### src/design/xcrc_rx_pkg.sv
// Package for the XMODEM-CRC packet receiver: codes, phases and the CRC-16 byte update.
`default_nettype none
package xcrc_rx_pkg;

    localparam int unsigned SHORT_PAYLOAD = 128;
    localparam int unsigned LONG_PAYLOAD  = 1024;
    localparam int unsigned SIZE_W        = 11;
    localparam int unsigned INDEX_W       = 10;

    localparam logic [7:0] BYTE_SOH = 8'h01;
    localparam logic [7:0] BYTE_STX = 8'h02;
    localparam logic [7:0] BYTE_EOT = 8'h04;
    localparam logic [7:0] BYTE_CAN = 8'h18;

    localparam logic [15:0] CRC_POLY = 16'h1021;
    localparam logic [8:0]  NUM_SUM  = 9'd255;
    localparam logic [7:0]  ERR_SAT  = 8'd255;

    typedef enum logic [1:0] {
        ACT_START   = 2'd0,
        ACT_BYTE    = 2'd1,
        ACT_TIMEOUT = 2'd2,
        ACT_FLASH   = 2'd3
    } t_action;

    typedef enum logic [3:0] {
        PH_HEADER    = 4'd0,
        PH_NUMBER    = 4'd1,
        PH_COMPL     = 4'd2,
        PH_DATA      = 4'd3,
        PH_CRC_HI    = 4'd4,
        PH_CRC_LO    = 4'd5,
        PH_DONE_EOT  = 4'd6,
        PH_DONE_HOST = 4'd7,
        PH_DONE_ERR  = 4'd8
    } t_phase;

    localparam logic [2:0] REPLY_NONE = 3'd0;
    localparam logic [2:0] REPLY_C    = 3'd1;
    localparam logic [2:0] REPLY_ACK  = 3'd2;
    localparam logic [2:0] REPLY_NAK  = 3'd3;
    localparam logic [2:0] REPLY_CAN2 = 3'd4;

    localparam logic [1:0] VERDICT_NONE    = 2'd0;
    localparam logic [1:0] VERDICT_COMMIT  = 2'd1;
    localparam logic [1:0] VERDICT_DISCARD = 2'd2;

    localparam logic [1:0] STATUS_RUN  = 2'd0;
    localparam logic [1:0] STATUS_EOT  = 2'd1;
    localparam logic [1:0] STATUS_HOST = 2'd2;
    localparam logic [1:0] STATUS_ERR  = 2'd3;

    localparam logic [0:0] CFG_APP_BASE   = 1'd0;
    localparam logic [0:0] CFG_MAX_ERRORS = 1'd1;

    function automatic logic [15:0] crc16_byte(input logic [15:0] crc, input logic [7:0] b);
        logic [15:0] c;
        c = crc ^ {b, 8'h00};
        for (int i = 0; i < 8; i++) begin
            if (c[15]) begin
                c = {c[14:0], 1'b0} ^ CRC_POLY;
            end else begin
                c = {c[14:0], 1'b0};
            end
        end
        return c;
    endfunction

endpackage
`default_nettype wire

### src/design/xmodem_crc_packet_receiver.sv
// XMODEM-CRC packet receiver: framing, checks, CRC-16, payload streaming and replies.
// Each accepted input beat writes its result beat into the output register.
// Throughput: one beat per cycle unless back-pressure stalls the output; all work of a beat
// is one pass through the phase logic and the byte-wide CRC update ahead of the result register.
// Reset (synchronous, active low): base address 0, max errors 3, session running and
// awaiting a header, output register empty.
`default_nettype none
module xmodem_crc_packet_receiver (
    input  wire logic        i_clk,
    input  wire logic        i_rst_n,
    input  wire logic        i_cfg_we,
    input  wire logic [0:0]  i_cfg_index,
    input  wire logic [31:0] i_cfg_data,
    input  wire logic        i_s_axis_tvalid,
    output logic             o_s_axis_tready,
    input  wire logic [7:0]  i_s_axis_tdata,   // rx_byte[7:0]
    input  wire logic [1:0]  i_s_axis_tuser,   // action[1:0]
    output logic             o_m_axis_tvalid,
    input  wire logic        i_m_axis_tready,
    // reply_code[2:0], data_byte[10:3], data_address[42:11], packet_verdict[44:43],
    // erase_request[45], session_status[47:46]
    output logic [47:0]      o_m_axis_tdata,
    output logic             o_m_axis_tuser    // data_valid
);

    // configuration
    logic [31:0] r_app_base;
    logic [7:0]  r_max_errors;

    // session state
    xcrc_rx_pkg::t_phase r_phase, n_phase;
    logic        r_first_seen, n_first_seen;
    logic [7:0]  r_expected, n_expected;
    logic [31:0] r_write_addr, n_write_addr;
    logic [7:0]  r_err_count, n_err_count;
    logic        r_long, n_long;
    logic [xcrc_rx_pkg::INDEX_W-1:0] r_byte_index, n_byte_index;
    logic [7:0]  r_number, n_number;
    logic [7:0]  r_compl, n_compl;
    logic [15:0] r_crc, n_crc;
    logic [7:0]  r_crc_hi, n_crc_hi;

    // output register
    logic        r_out_valid;
    logic [47:0] r_out_data;
    logic        r_out_user;

    logic [2:0]  n_reply;
    logic        n_dvalid;
    logic [7:0]  n_dbyte;
    logic [31:0] n_daddr;
    logic [1:0]  n_verdict;
    logic        n_erase;
    logic [1:0]  n_status;

    logic        accept;
    xcrc_rx_pkg::t_action act;
    logic [7:0]  b;
    logic        ended, active;
    logic        in_header;
    logic        pkt_end, pkt_ok;
    logic        data_last;
    logic [xcrc_rx_pkg::SIZE_W-1:0] size;
    logic        err_event, discard;
    logic [7:0]  err_base, err_new;
    logic        err_abort;
    logic [15:0] crc_upd;

    assign o_s_axis_tready = !r_out_valid || i_m_axis_tready;
    assign accept          = i_s_axis_tvalid && o_s_axis_tready;
    assign act             = xcrc_rx_pkg::t_action'(i_s_axis_tuser);
    assign b               = i_s_axis_tdata;

    assign ended     = (r_phase == xcrc_rx_pkg::PH_DONE_EOT) ||
                       (r_phase == xcrc_rx_pkg::PH_DONE_HOST) ||
                       (r_phase == xcrc_rx_pkg::PH_DONE_ERR);
    assign active    = (act != xcrc_rx_pkg::ACT_START) && !ended;
    assign in_header = (r_phase == xcrc_rx_pkg::PH_HEADER);
    assign size      = r_long ? xcrc_rx_pkg::SIZE_W'(xcrc_rx_pkg::LONG_PAYLOAD)
                              : xcrc_rx_pkg::SIZE_W'(xcrc_rx_pkg::SHORT_PAYLOAD);
    assign data_last = ({1'b0, r_byte_index} + xcrc_rx_pkg::SIZE_W'(1)) >= size;
    assign crc_upd   = xcrc_rx_pkg::crc16_byte(r_crc, b);

    assign pkt_end = (act == xcrc_rx_pkg::ACT_BYTE) && (r_phase == xcrc_rx_pkg::PH_CRC_LO);
    assign pkt_ok  = (r_number == r_expected) &&
                     (({1'b0, r_number} + {1'b0, r_compl}) == xcrc_rx_pkg::NUM_SUM) &&
                     ({r_crc_hi, b} == r_crc);

    assign err_event = active && (
        ((act == xcrc_rx_pkg::ACT_BYTE) && in_header &&
            (b != xcrc_rx_pkg::BYTE_SOH) && (b != xcrc_rx_pkg::BYTE_STX) &&
            (b != xcrc_rx_pkg::BYTE_EOT) && (b != xcrc_rx_pkg::BYTE_CAN)) ||
        (pkt_end && !pkt_ok) ||
        ((act == xcrc_rx_pkg::ACT_TIMEOUT) && (!in_header || r_first_seen)) ||
        (act == xcrc_rx_pkg::ACT_FLASH));

    assign discard = active && ((pkt_end && !pkt_ok) ||
        (((act == xcrc_rx_pkg::ACT_TIMEOUT) || (act == xcrc_rx_pkg::ACT_FLASH)) && !in_header));

    // flash failure forces the count to the limit before the increment
    assign err_base  = (act == xcrc_rx_pkg::ACT_FLASH) ? r_max_errors : r_err_count;
    assign err_new   = (err_base == xcrc_rx_pkg::ERR_SAT) ? err_base : err_base + 8'd1;
    assign err_abort = err_new >= r_max_errors;

    // next state
    always_comb begin
        n_phase      = r_phase;
        n_first_seen = r_first_seen;
        n_expected   = r_expected;
        n_write_addr = r_write_addr;
        n_err_count  = r_err_count;
        n_long       = r_long;
        n_byte_index = r_byte_index;
        n_number     = r_number;
        n_compl      = r_compl;
        n_crc        = r_crc;
        n_crc_hi     = r_crc_hi;
        if (act == xcrc_rx_pkg::ACT_START) begin
            n_phase      = xcrc_rx_pkg::PH_HEADER;
            n_first_seen = 1'b0;
            n_expected   = 8'd1;
            n_write_addr = r_app_base;
            n_err_count  = 8'd0;
            n_long       = 1'b0;
            n_byte_index = '0;
            n_number     = 8'd0;
            n_compl      = 8'd0;
            n_crc        = 16'd0;
            n_crc_hi     = 8'd0;
        end else if (active) begin
            if (act == xcrc_rx_pkg::ACT_BYTE) begin
                unique case (r_phase)
                    xcrc_rx_pkg::PH_HEADER: begin
                        if ((b == xcrc_rx_pkg::BYTE_SOH) || (b == xcrc_rx_pkg::BYTE_STX)) begin
                            n_long  = (b == xcrc_rx_pkg::BYTE_STX);
                            n_phase = xcrc_rx_pkg::PH_NUMBER;
                        end else if (b == xcrc_rx_pkg::BYTE_EOT) begin
                            n_phase = xcrc_rx_pkg::PH_DONE_EOT;
                        end else if (b == xcrc_rx_pkg::BYTE_CAN) begin
                            n_phase = xcrc_rx_pkg::PH_DONE_HOST;
                        end
                    end
                    xcrc_rx_pkg::PH_NUMBER: begin
                        n_number = b;
                        n_phase  = xcrc_rx_pkg::PH_COMPL;
                    end
                    xcrc_rx_pkg::PH_COMPL: begin
                        n_compl      = b;
                        n_crc        = 16'd0;
                        n_byte_index = '0;
                        n_phase      = xcrc_rx_pkg::PH_DATA;
                    end
                    xcrc_rx_pkg::PH_DATA: begin
                        n_crc = crc_upd;
                        if (data_last) begin
                            n_byte_index = '0;
                            n_phase      = xcrc_rx_pkg::PH_CRC_HI;
                        end else begin
                            n_byte_index = r_byte_index + 1'b1;
                        end
                    end
                    xcrc_rx_pkg::PH_CRC_HI: begin
                        n_crc_hi = b;
                        n_phase  = xcrc_rx_pkg::PH_CRC_LO;
                    end
                    xcrc_rx_pkg::PH_CRC_LO: begin
                        n_first_seen = 1'b1;
                        if (pkt_ok) begin
                            n_expected   = r_expected + 8'd1;
                            n_write_addr = r_write_addr + 32'(size);
                            n_phase      = xcrc_rx_pkg::PH_HEADER;
                        end
                    end
                    default: begin
                    end
                endcase
            end
            if (err_event) begin
                n_err_count = err_new;
                n_phase     = err_abort ? xcrc_rx_pkg::PH_DONE_ERR : xcrc_rx_pkg::PH_HEADER;
            end
        end
    end

    // result beat
    always_comb begin
        n_reply   = xcrc_rx_pkg::REPLY_NONE;
        n_dvalid  = 1'b0;
        n_dbyte   = 8'd0;
        n_daddr   = 32'd0;
        n_verdict = xcrc_rx_pkg::VERDICT_NONE;
        n_erase   = 1'b0;
        if (active) begin
            if (err_event) begin
                n_reply = err_abort ? xcrc_rx_pkg::REPLY_CAN2 : xcrc_rx_pkg::REPLY_NAK;
            end else if ((act == xcrc_rx_pkg::ACT_BYTE) && in_header &&
                         (b == xcrc_rx_pkg::BYTE_EOT)) begin
                n_reply = xcrc_rx_pkg::REPLY_ACK;
            end else if (pkt_end) begin
                n_reply = xcrc_rx_pkg::REPLY_ACK;
            end else if (act == xcrc_rx_pkg::ACT_TIMEOUT) begin
                n_reply = xcrc_rx_pkg::REPLY_C;
            end
            if ((act == xcrc_rx_pkg::ACT_BYTE) && (r_phase == xcrc_rx_pkg::PH_DATA)) begin
                n_dvalid = 1'b1;
                n_dbyte  = b;
                n_daddr  = r_write_addr + 32'(r_byte_index);
            end
            if (discard) begin
                n_verdict = xcrc_rx_pkg::VERDICT_DISCARD;
            end else if (pkt_end) begin
                n_verdict = xcrc_rx_pkg::VERDICT_COMMIT;
            end
            n_erase = pkt_end && !r_first_seen;
        end
        unique case (n_phase)
            xcrc_rx_pkg::PH_DONE_EOT:  n_status = xcrc_rx_pkg::STATUS_EOT;
            xcrc_rx_pkg::PH_DONE_HOST: n_status = xcrc_rx_pkg::STATUS_HOST;
            xcrc_rx_pkg::PH_DONE_ERR:  n_status = xcrc_rx_pkg::STATUS_ERR;
            default:                   n_status = xcrc_rx_pkg::STATUS_RUN;
        endcase
    end

    always_ff @(posedge i_clk) begin
        if (!i_rst_n) begin
            r_app_base   <= 32'd0;
            r_max_errors <= 8'd3;
        end else if (i_cfg_we) begin
            unique case (i_cfg_index)
                xcrc_rx_pkg::CFG_APP_BASE:   r_app_base   <= i_cfg_data;
                xcrc_rx_pkg::CFG_MAX_ERRORS: r_max_errors <= i_cfg_data[7:0];
                default: begin
                end
            endcase
        end
    end

    always_ff @(posedge i_clk) begin
        if (!i_rst_n) begin
            r_phase      <= xcrc_rx_pkg::PH_HEADER;
            r_first_seen <= 1'b0;
            r_expected   <= 8'd1;
            r_write_addr <= 32'd0;
            r_err_count  <= 8'd0;
            r_long       <= 1'b0;
            r_byte_index <= '0;
            r_number     <= 8'd0;
            r_compl      <= 8'd0;
            r_crc        <= 16'd0;
            r_crc_hi     <= 8'd0;
        end else if (accept) begin
            r_phase      <= n_phase;
            r_first_seen <= n_first_seen;
            r_expected   <= n_expected;
            r_write_addr <= n_write_addr;
            r_err_count  <= n_err_count;
            r_long       <= n_long;
            r_byte_index <= n_byte_index;
            r_number     <= n_number;
            r_compl      <= n_compl;
            r_crc        <= n_crc;
            r_crc_hi     <= n_crc_hi;
        end
    end

    always_ff @(posedge i_clk) begin
        if (!i_rst_n) begin
            r_out_valid <= 1'b0;
        end else if (accept) begin
            r_out_valid <= 1'b1;
        end else if (i_m_axis_tready) begin
            r_out_valid <= 1'b0;
        end
    end

    always_ff @(posedge i_clk) begin
        if (accept) begin
            r_out_data <= {n_status, n_erase, n_verdict, n_daddr, n_dbyte, n_reply};
            r_out_user <= n_dvalid;
        end
    end

    assign o_m_axis_tvalid = r_out_valid;
    assign o_m_axis_tdata  = r_out_data;
    assign o_m_axis_tuser  = r_out_user;

endmodule
`default_nettype wire
### config.mk
export PLATFORM = sky130hd
export DESIGN_NAME = xmodem_crc_packet_receiver
export DESIGN_NICKNAME = d
export VERILOG_FILES = /design/src/design/xcrc_rx_pkg.sv /design/src/design/xmodem_crc_packet_receiver.sv
export SDC_FILE = /design/constraint.sdc
export NUM_CORES = 1
export LEC_CHECK = 0
export BUFFER_PORTS_ARGS = -buffer_cell sky130_fd_sc_hd__buf_2
export CORE_MARGIN = 2
export CORE_UTILIZATION = 49
export DETAILED_ROUTE_END_ITERATION = 12
export PLACE_DENSITY = 0.68
export SETUP_SLACK_MARGIN = 0.05
export SLEW_MARGIN = 20
export SYNTH_ARGS = -nofsm -noshare
export SYNTH_HDL_FRONTEND = slang
export SYNTH_SLANG_ARGS = --single-unit
### constraint.sdc
create_clock -name i_clk -period 4.4 [get_ports i_clk]
set_input_delay 0.88 -clock i_clk [delete_from_list [all_inputs] [get_ports i_clk]]
set_output_delay 0.88 -clock i_clk [all_outputs]
set_load 0.01 [all_outputs]
== Word level (Yosys, flattened, before mapping) ==
Index checks and enable logic that the tools add are counted.
Storage, ports and cells
  bits in registers: 194
  bits of input ports: 48
  output and inout bits: 51
  word-level logic and storage cells: 201
Operators by class
  add/sub/neg operators: 7
  magnitude comparators: 2
  equal/unequal tests: 26
  mux-type cells: 76
  bitwise gates (word level): 11
  reductions and logical operators: 60
Operators with widths (number)
  2-to-1 mux 8 bit: 22
  2-to-1 mux 32 bit: 5
  2-to-1 mux 13 bit: 8
  2-to-1 mux 16 bit: 3
  2-to-1 mux 10 bit: 4
  2-to-1 mux 4 bit: 10
  adder 32 x 10 -> 32 bit: 1
  adder 32 x 11 -> 32 bit: 1
  one-hot mux 16 bit (2 select lines): 1
  equality test 4 x 3 -> 1 bit, second input constant: 6
  inverter 3 bit: 8
  one-hot mux 4 bit (6 select lines): 1
  nonzero test 2 bit: 12
  one-hot mux 10 bit (2 select lines): 1
  AND reduction 4 bit: 5
  logical AND 1 bit: 18
  adder 8 x 1 -> 8 bit, second input constant: 2
  equality test 16 bit: 1
  XOR 16 bit: 1
  2-to-1 mux 1 bit: 14
  adder 10 x 1 -> 11 bit, second input constant: 1
  >= comparator 11 bit: 1
  2-to-1 mux 11 bit: 1
  adder 10 x 1 -> 10 bit, second input constant: 1
  31 further kinds: 54

== Longest topological paths before layout ==
Gate-level depths: netlist of run 1.
  depth after elaboration: 21
  mapped depth: 18

== Worst setup path after synthesis of run 1 ==
Ideal clock, no wire load.
  kind: input port to flip-flop
  start: input port i_s_axis_tuser[1]
  end: register r_out_data[47] (netlist: o_m_axis_tdata[47]), data pin
  arrival time: 4.028 ns
  data required time: 4.252 ns
  setup slack: 0.224 ns
  stages: 17
  buffers on the path: 1
  cell sequence: buf_2 nand2_1 mux2i_1 inv_1 ha_1 and3b_1 nand2_1 mux2_2 ha_1 nand2_1 o21ai_0 a21oi_1 o21ai_0 o21ai_0 o32a_1 or3_1 mux2i_1
Between the ends
  longest elaborated chain between the ends: 15
RTL lines
  from (decl): line xmodem_crc_packet_receiver.sv:17  | input wire logic [1:0] i_s_axis_tuser,
  parallel branches: the longest is 12 deep, another holds adder 8 x 1 -> 8 bit
  2-to-1 mux 4 bit *: line xmodem_crc_packet_receiver.sv:118  | if (act == xcrc_rx_pkg::ACT_START) begin
  equality test 4 bit or equality test 4 x 3 -> 1 bit (tied branches): line xmodem_crc_packet_receiver.sv:216  | unique case (n_phase)
  one-hot mux 2 bit (3 select lines) *: line xmodem_crc_packet_receiver.sv:216
  named net n_status[1]: line xmodem_crc_packet_receiver.sv:54  | logic [1:0] n_status;
  to (signal assigned): line xmodem_crc_packet_receiver.sv:278  | r_out_data <= {n_status, n_erase, n_verdict, n_daddr, n_dbyte, n_reply};
  to (decl): line xmodem_crc_packet_receiver.sv:45  | logic [47:0] r_out_data;
Mark *: on every way through the listed nets, which the timed path passes.
A chain may end at the register's enable or synchronous reset.

== Worst setup path after layout of run 1 ==
  start: input port i_s_axis_tuser[1]
  end: register r_out_data[46] (netlist: o_m_axis_tdata[46]), data pin
Same word-level chain as after synthesis.

==> results of run 1 <==
state kept, by name, summed over array words and instances (netlist names), 10 cells and up:
name and cells:
r_app_base 32, r_crc 16, r_byte_index 10, r_write_addr 32, o_m_axis_tdata 48
power breakdown:
group	internal [mW]	switching, mW
clock	0.804	0.751
combinational	0.146	0.248
sequential	1.88	0.0352
synthesized netlist by cell type (5+ instances only):
| master | number |
|---|---|
| nand2_1 | 168 |
| nor2_1 | 150 |
| dfxtp_1 | 145 |
| a21oi_1 | 126 |
| xor2_1 | 66 |
| nand3_1 | 54 |
| clkbuf_1 | 53 |
| edfxtp_1 | 49 |
| mux2i_1 | 39 |
| ha_1 | 34 |
| inv_1 | 34 |
| o21ai_0 | 34 |
| and2_1 | 26 |
| nand4_1 | 24 |
| xnor2_1 | 23 |
| nor3_1 | 18 |
| a211oi_1 | 15 |
| and3_1 | 14 |
| buf_2 | 13 |
| a22oi_1 | 10 |
| nor3b_1 | 10 |
| nor4_1 | 10 |
| nor2b_1 | 8 |
| nand2b_1 | 6 |
| o31ai_1 | 6 |
| or3_1 | 6 |
| a21o_1 | 5 |
| o22ai_1 | 5 |
final timing paths:
path / end / slack [ps] / cells after the start
worst max-delay path: o_m_axis_tdata[46]$_DFFE_PP_ / 460 / 17
worst min register to register: r_app_base[26]$_SDFFE_PN0P_ / 460 / 2
worst max register to register: o_m_axis_tdata[46]$_DFFE_PP_ / 910 / 16
worst min-delay path: r_app_base[26]$_SDFFE_PN0P_ / 460 / 2
final cells by class:
cell class / instances / area (sq um) / area share, %
sequential: 194 / 4374 / 36.63
clock inverter: 13 / 143.9 / 1.205
inverter: 35 / 132.6 / 1.111
antenna: 1 / 2.502 / 0.02096
timing repair buffer: 124 / 685.7 / 5.742
clock buffer: 19 / 432.9 / 3.625
multi-input combinational: 945 / 5826 / 48.78
tap: 275 / 344.1 / 2.881
metal layers:
| metal | vias up | track usage [%] |
|---|---|---|
| li1 | 4515 | - |
| met1 | 4254 | 37.01 |
| met2 | 288 | 33.42 |
| met3 | 41 | 3.653 |
| met4 | 2 | 6.806 |
| met5 | - | 0 |
metrics by stage:
step / cells / hold WS [ps]
2_1_floorplan: 1249 / 432.1
3_3_place_gp: 1573 / 445.7
3_5_place_dp: 1573 / 451.0
4_1_cts: 1605 / 461.0
5_1_grt: 1605 / 477.4
6_report: 1606 / 460.4
cells by family (layout without fill, tap and decap cells):
logic type | Yosys count | after routing | share of synthesized area, %
and+or+nand+nor | 522 | 522 | 23.37
xor gates and xnor gates | 92 | 92 | 7.766
AOI/OAI and AO/OA | 253 | 253 | 14.79
other | 0 | 1 | 0
adders and majority gates | 36 | 36 | 4.364
buffers and inverters | 110 | 191 | 4.610
muxes | 42 | 42 | 4.083
DFF | 194 | 194 | 41.01
worst max-delay path, cell delays in order:
cell and delay [ps]:
buf_2 100, nand2_1 230, mux2i_1 230, inv_1 70, ha_1 190, and3b_1 170
nand2_1 130, mux2_2 370, ha_1 270, nand2_1 40, o21ai_0 190, a21oi_1 100
o21ai_0 160, o21ai_0 200, o32a_1 370, or3_1 390, a21oi_1 130
==> impl_results.md, run 1 <==
- Status: finished, final reports clean
- DRT Pass-1 Iters: 5
- Dpl hpwl: 19,190 um
- Post-CTS Setup Inserts: 0
- Worst rel slew slack: 36.81%
- Yosys top cell by area: dfxtp_1
- Synth async-reset ratio: 0%
- Number of synthesized flops with an enable pin: 49
- Most common cell after layout, fill and taps aside: nand2_1
- Synth Instances: 1,249
- Root Buffer Master: clkbuf_16
- Non-Filler Cell Area, Final: 11,940 sq um
- Synth unique cells: 89
- TNS Setup: 0 ps
- Syn_nets: 1,333
- Synth area leaders: dfxtp_1 27%, edfxtp_1 14%, a21oi_1 5.9%
- Hold_sp: r_app_base[26]$_SDFFE_PN0P_
- Gr usage total: 23.66%
- Final WL: 26,680 um
- Drc violations: 0
- Num CTS Buffers: 17
- Area delta synth->final: 11.97%
- Vias in the first global route: 8,026
- Tcrit/Tclk final: about 90%
- Clock Pin Slew Worst Setup and Hold Paths: 80 ps
- Share of layout cells above drive strength 1: 14.59%
- Placer Congestion: 0.8869
- Starting Density: 50.26%
- Critical path class: primary input to register
- DP Worst Slack: about 49 ps
- Uppermost layer routed: met5
- M1 WL: about 13,000 um
- # rows: 53
- Max Clock Skew: 13.59 ps
- Final Critical Period: between 3000 and 4000 ps
- I/O pins: 99
- Hold Path Class: register to register
- Die area: 22,960 sq um
- Largest net degree at the start of global routing: 56
- P per Cell Area: 323.8 nW/um^2
- Worst skew pair latency: 440 ps
- Post-synthesis register bit count: 194
- Final Hold Fails: 0
- Clock Path Buffers: 2
- Main synth FF type: dfxtp_1
- Initial DRC count: 920
- Antenna Nets Post-Route: 0
- Hold_buf cts: 0
- Metal2 WL: about 11,000 um
- H-tree depth: 4
- Fill count: just under 2,000
- Worst vdd ir: 0.0002752 V
- Pleak: around 4.6 nW
- Setup violation total in the final timing report: 0
- Total Power: roughly 3.9 mW
- Nets: 1,401
- DP Area: between 10,000 and 15,000 sq um
- Die extent in x: 151.5 um
- Most frequent cells in the layout: 168 x nand2_1, 149 x nor2_1, 145 x dfxtp_1
- First-pass GRT wire length: 42,660 um
- DR WL/cell: 16.61 um
- CP Launch Point: i_s_axis_tuser[1]
- Synth Cell Area: between 10,000 and 15,000 sq um
- Vias post-DR: 9,100
- GRT Residual Overflow: 0
- Avg Vias per Cell: 5.666
- CP required: 4700 ps
- Post-synth top area share: 27.22%
- Critical Path AT: 4230 ps
- Initial antenna violation count: 1
- Post_cts resized: 0
- R2R Path Start: r_max_errors[1]$_SDFFE_PN1P_
- IO Port Bufs: 98
- Met3 Routed Length: ~1600 um
- CTS Sinks: 194
- Max-slew violation count: 0
- Synth Warn #: 0
- RSZ-0062 raised after global routing: false
- Syn_area_per_cell: 8.539 sq um
- Fmax: 253.9 MHz
- Startpoint Class: primary input
- Die Y: 151.5 um
- Max-capacitance violation count: 0
- CTS tree: yes
- Crit Path Max Fanout: 4
- Setup crit end kind: register
- Sequential element share of the synthesized area: 41.01%
- Final Util: 56.27%
- Core Area: between 20,000 and 25,000 sq um
- Worst-margin pin slew: 947.8 ps
- PnR worst setup slack: around 460 ps
Note: power is estimated with default switching activity, not from simulation.
==> inputs of run 2 (changes only) <==
- CTS_BUF_LIST: not set -> sky130_fd_sc_hd__clkbuf_4 sky130_fd_sc_hd__clkbuf_8 sky130_fd_sc_hd__clkbuf_16
==> impl_results.md, run 2 (same netlist as run 1, synthesis figures left out) <==
- Share of layout cells above drive strength 1: 14.74%
- Tcrit/Tclk final: between 80 and 90%
- Area delta synth->final: 12.04%
- Max-slew violation count: 0
- First-pass GRT wire length: between 40,000 and 50,000 um
- Capturing point of the worst reg2reg path: r_write_addr[23]$_SDFFE_PN0P_
- DRT Pass-1 Iters: 5
- Vias in the first global route: between 8,000 and 9,000
- Root Buffer Master: clkbuf_16
- Hold WS: roughly 460 ps
- Post-CTS Setup Inserts: 0
- Worst-margin pin slew: roughly 950 ps
- H-tree depth: 4
- Reg2Reg Depth: 12
- Drc violations: 0
- GRT Residual Overflow: 0
- CTS Sinks: approximately 190
- Largest net degree at the start of global routing: 56
- TNS Setup: 0 ps
- Non-Filler Cell Area, Final: 11,950 sq um
- Max Clock Skew: 13.81 ps
- P per Cell Area: 324.3 nW/um^2
- Core Area: 21,220 sq um
- Hold_buf cts: 0
- Hold path cells: 2
- Avg Vias per Cell: 5.619
- Most frequent cells in the layout: 168 x nand2_1, 149 x nor2_1, 145 x dfxtp_1
- CP Launch Point: i_s_axis_tuser[1]
- Clock Path Buffers: 2
- Final Util: 56.31%
- DR WL/cell: 16.60 um
- Worst rel slew slack: 36.70%
- Vias post-DR: 9,024
- Die area: 22,960 sq um
- DP Worst Slack: 48.69 ps
- Post_cts resized: 0
- Dpl hpwl: 19,190 um
- Worst vdd ir: 0.0002732 V
- R2R Path Start: r_number[0]$_SDFFE_PN0P_
- Final Hold Fails: 0
- Reg-to-reg slack, setup: 900 ps
- Startpoint Class: primary input
- IO Port Bufs: a little under 100
- Clock Pin Slew Worst Setup and Hold Paths: ~70 ps
- Crit path capture: o_m_axis_tdata[46]$_DFFE_PP_
- Worst skew pair latency: 440 ps
- Initial antenna violation count: 1
- Fmax: 254.0 MHz
- DP Area: 11,350 sq um
- Placer Congestion: 0.8869
- CP required: 4690 ps
- Initial DRC count: between 800 and 900
- Crit Path Max Fanout: 4
- Final WL: between 20,000 and 30,000 um
- Die extent in x: 151.5 um
- Final Critical Period: 3937 ps
- PnR worst setup slack: 462.9 ps
- Setup crit end kind: register
- Pleak: 4.650 nW
- CTS tree: yes
- Status: finished, final reports clean
- Num CTS Buffers: 17
- Hold Path Class: register to register
- Critical Path AT: 4230 ps
- Die Y: 151.5 um
- Nets: 1,401
- Max FFs per register: 48
- Starting Density: 50.26%
- Gr usage total: roughly a quarter
- Antenna Nets Post-Route: 0
- I/O pins: 99
- RSZ-0062 raised after global routing: false
- Critical path class: primary input to register
- Most common cell after layout, fill and taps aside: nand2_1
- # rows: between 50 and 60
- Max-capacitance violation count: 0
- Setup violation total in the final timing report: 0
[run 2: changes by cell type in the layout (fill, tap and decap cells not counted)]
cell      change
clkbuf_1      -2
clkbuf_4      +2
[run 2: power by group]
group	total [mW]	internal, mW	switching, mW
combinational	0.394	0.146	0.247
sequential	1.92	1.88	0.0352
clock	1.56	0.816	0.747
total	3.87	2.84	1.03
[run 2: area by class of cell]
cell class | count | area, sq um
antenna | 1 | 2.502
clock buffer | 19 | 440.4
clock inverter | 13 | 143.9
fill | 1956 | 9271
inverter | 35 | 132.6
multi-input combinational | 945 | 5826
sequential | 194 | 4374
tap | 275 | 344.1
timing repair buffer | 124 | 685.7
[run 2: critical path, stage by stage]
cell and delay [ps]:
buf_2 100, nand2_1 230, mux2i_1 230, inv_1 70
ha_1 190, and3b_1 170, nand2_1 130, mux2_2 370
ha_1 270, nand2_1 40, o21ai_0 190, a21oi_1 100
o21ai_0 160, o21ai_0 200, o32a_1 360, or3_1 390
a21oi_1 130
[run 2: metal layers]
layer,part of all wire [%],GRT usage [%]
met1,51,36.97
met2,42,33.44
met3,5.4,3.683
met4,1.4,6.852
met5,0.049,0
[run 2: stage by stage]
step / power (mW) / cells
finish: 3.875 / 1606
global route: 4.010 / 1605
CTS: 3.896 / 1605
detailed placement: 2.349 / 1573
global placement: 2.343 / 1573
floorplan: 2.219 / 1249
[run 2: worst min-delay path by stage]
stage,startpoint,endpoint,slack [ps]
after floorplan,r_app_base[0]$_SDFFE_PN0P_,r_write_addr[0]$_SDFFE_PN0P_,430
after global placement,r_app_base[8]$_SDFFE_PN0P_,r_app_base[8]$_SDFFE_PN0P_,450
after detailed placement,r_app_base[26]$_SDFFE_PN0P_,r_app_base[26]$_SDFFE_PN0P_,450
after CTS,r_app_base[11]$_SDFFE_PN0P_,r_app_base[11]$_SDFFE_PN0P_,460
after global routing,r_app_base[26]$_SDFFE_PN0P_,r_app_base[26]$_SDFFE_PN0P_,480
final,r_app_base[11]$_SDFFE_PN0P_,r_app_base[11]$_SDFFE_PN0P_,460
==> inputs of run 3 (changes only) <==
- CTS_BUF_LIST: sky130_fd_sc_hd__clkbuf_4 sky130_fd_sc_hd__clkbuf_8 sky130_fd_sc_hd__clkbuf_16 -> sky130_fd_sc_hd__clkbuf_8
- SLEW_MARGIN: 20 -> 25
==> impl_results.md, run 3 (same netlist as run 1, synthesis figures left out) <==
- Max-slew violation count: 0
- Most frequent cells in the layout: 168 x nand2_1, 149 x nor2_1, 145 x dfxtp_1
- Setup violation total in the final timing report: 0
- DP Area: approximately 11,000 sq um
- RSZ-0062 raised after global routing: false
- Drc violations: 0
- H-tree depth: 4
- Clock Pin Slew Worst Setup and Hold Paths: 110 ps
- DRT Pass-1 Iters: 5
- First-pass GRT wire length: roughly 43,000 um
- Max Clock Skew: roughly 14 ps
- Startpoint Class: primary input
- Num CTS Buffers: 17
- Hold Path Class: register to register
- Final Hold Fails: 0
- Post_cts resized: 0
- Initial DRC count: roughly 860
- DR WL/cell: about 16 um
- Fmax: 256.1 MHz
- Total Power: 3.429 mW
- Core Area: 21,220 sq um
- Placed Cells: 1,573
- Clock Path Buffers: 2
- Share of layout cells above drive strength 1: 14.66%
- Final Critical Period: 3904 ps
- Worst path cell trace: buf_2 -> nand2_1 -> buf_4 -> mux2i_1 -> and3b_1 -> nand2_1 -> mux2_2 -> ha_1 -> nand2_1 -> o21ai_0 -> a21oi_1 -> o21ai_0 -> o21ai_0 -> o32a_1 -> or3_1 -> a21oi_1
- Most common cell after layout, fill and taps aside: nand2_1
- Gr usage total: about a quarter
- Vias in the first global route: 8,023
- Crit Path Max Fanout: 8
- Die area: 22,960 sq um
- Worst skew pair latency: ~480 ps
- Crit-path leading delay family: compound AO/OA/AOI/OAI gates
- I/O pins: 99
- Worst rel slew slack: between 30% and 40%
- Fill count: 1,992
- Vias post-DR: 9,074
- DP Worst Slack: 81.63 ps
- Hold_buf cts: 0
- Pleak: approximately 4.6 nW
- Largest net degree at the start of global routing: 56
- Non-Filler Cell Area, Final: 11,740 sq um
- Final WL: roughly 26,000 um
- CP required: 4740 ps
- CTS Sinks: 194
- Initial antenna violation count: 1
- Critical path class: primary input to register
- Max-capacitance violation count: 0
- Max FFs per register: 48
- CTS tree: yes
- Critical Path AT: 4240 ps
- TNS Setup: 0 ps
- Avg Vias per Cell: between 5 and 6
- Post-CTS Setup Inserts: 0
- # rows: 53
- GRT Residual Overflow: 0
- Dpl hpwl: between 15,000 and 20,000 um
- Area delta synth->final: 10.03%
- Nets: 1,401
- Final std cells w/o fill: 1,606
- Tcrit/Tclk final: approximately 89%
- Die Y: 151.5 um
- Root Buffer Master: clkbuf_8
- Setup crit end kind: register
- P per Cell Area: 292.2 nW/um^2
- PnR worst setup slack: 495.9 ps
- IO Port Bufs: slightly below 100
- Antenna Nets Post-Route: 0
- Worst-margin pin slew: between 900 and 1000 ps
- Max incr delay on CP: 390 ps
- Die extent in x: 151.5 um
- Starting Density: 50.26%
- Status: finished, final reports clean
- Worst vdd ir: between 0.00015 and 0.0002 V
- Crit path buffers/inverters: 2
- CP max-delay cell: or3_1
- Placer Congestion: 0.8869
run 3: routing by layer:
layer	global-route usage (%)	part of all wire, %
met1	36.50	50
met2	33.91	42
met3	3.862	6.2
met4	6.250	1.3
met5	0	0.049
run 3: final timing paths:
check        depth (start not counted)                            to  slack (ps)                         start
max                                 16  o_m_axis_tdata[46]$_DFFE_PP_         500             i_s_axis_tuser[1]
min                                  2   r_app_base[28]$_SDFFE_PN0P_         470   r_app_base[28]$_SDFFE_PN0P_
max reg2reg                         16  o_m_axis_tdata[46]$_DFFE_PP_         880  r_max_errors[1]$_SDFFE_PN1P_
min reg2reg                          2   r_app_base[28]$_SDFFE_PN0P_         470   r_app_base[28]$_SDFFE_PN0P_
run 3: stage by stage:
step	hold WS, ps	utilization (%)
after floorplan	432.1	-
after CTS	465.5	55.29
after detailed placement	448.6	53.54
final	465.2	55.30
after global routing	485.4	55.29
after global placement	445.7	53.48
run 3: worst register-to-register path, cell delays in order (launching register included):
cell and delay [ps]:
dfxtp_1 320, inv_1 70, o21ai_0 290, ha_1 220
and3b_1 170, nand2_1 110, buf_4 160, xnor2_1 140
ha_1 280, nor2b_1 40, o21ai_0 200, a21oi_1 110
o21ai_0 180, o21ai_0 200, o32a_1 370, or3_1 390
a21oi_1 130
run 3: cell type report:
type / count / area [sq um] / area share [%]
clock inverters: 14 / 122.6 / 1.045
multi-input cells: 945 / 5826 / 49.64
diodes: 1 / 2.502 / 0.02132
clock buffers: 18 / 247.7 / 2.111
repair buffers: 124 / 685.7 / 5.843
well taps: 275 / 344.1 / 2.932
inverters: 35 / 132.6 / 1.130
flip-flops and latches: 194 / 4374 / 37.27
run 3: power breakdown:
part	internal (mW)	leakage (nW)	switching [mW]
Combinational	0.146	2.70	0.247
Sequential	1.88	1.67	0.0350
Clock	0.426	0.189	0.693
Total	2.45	4.56	0.975
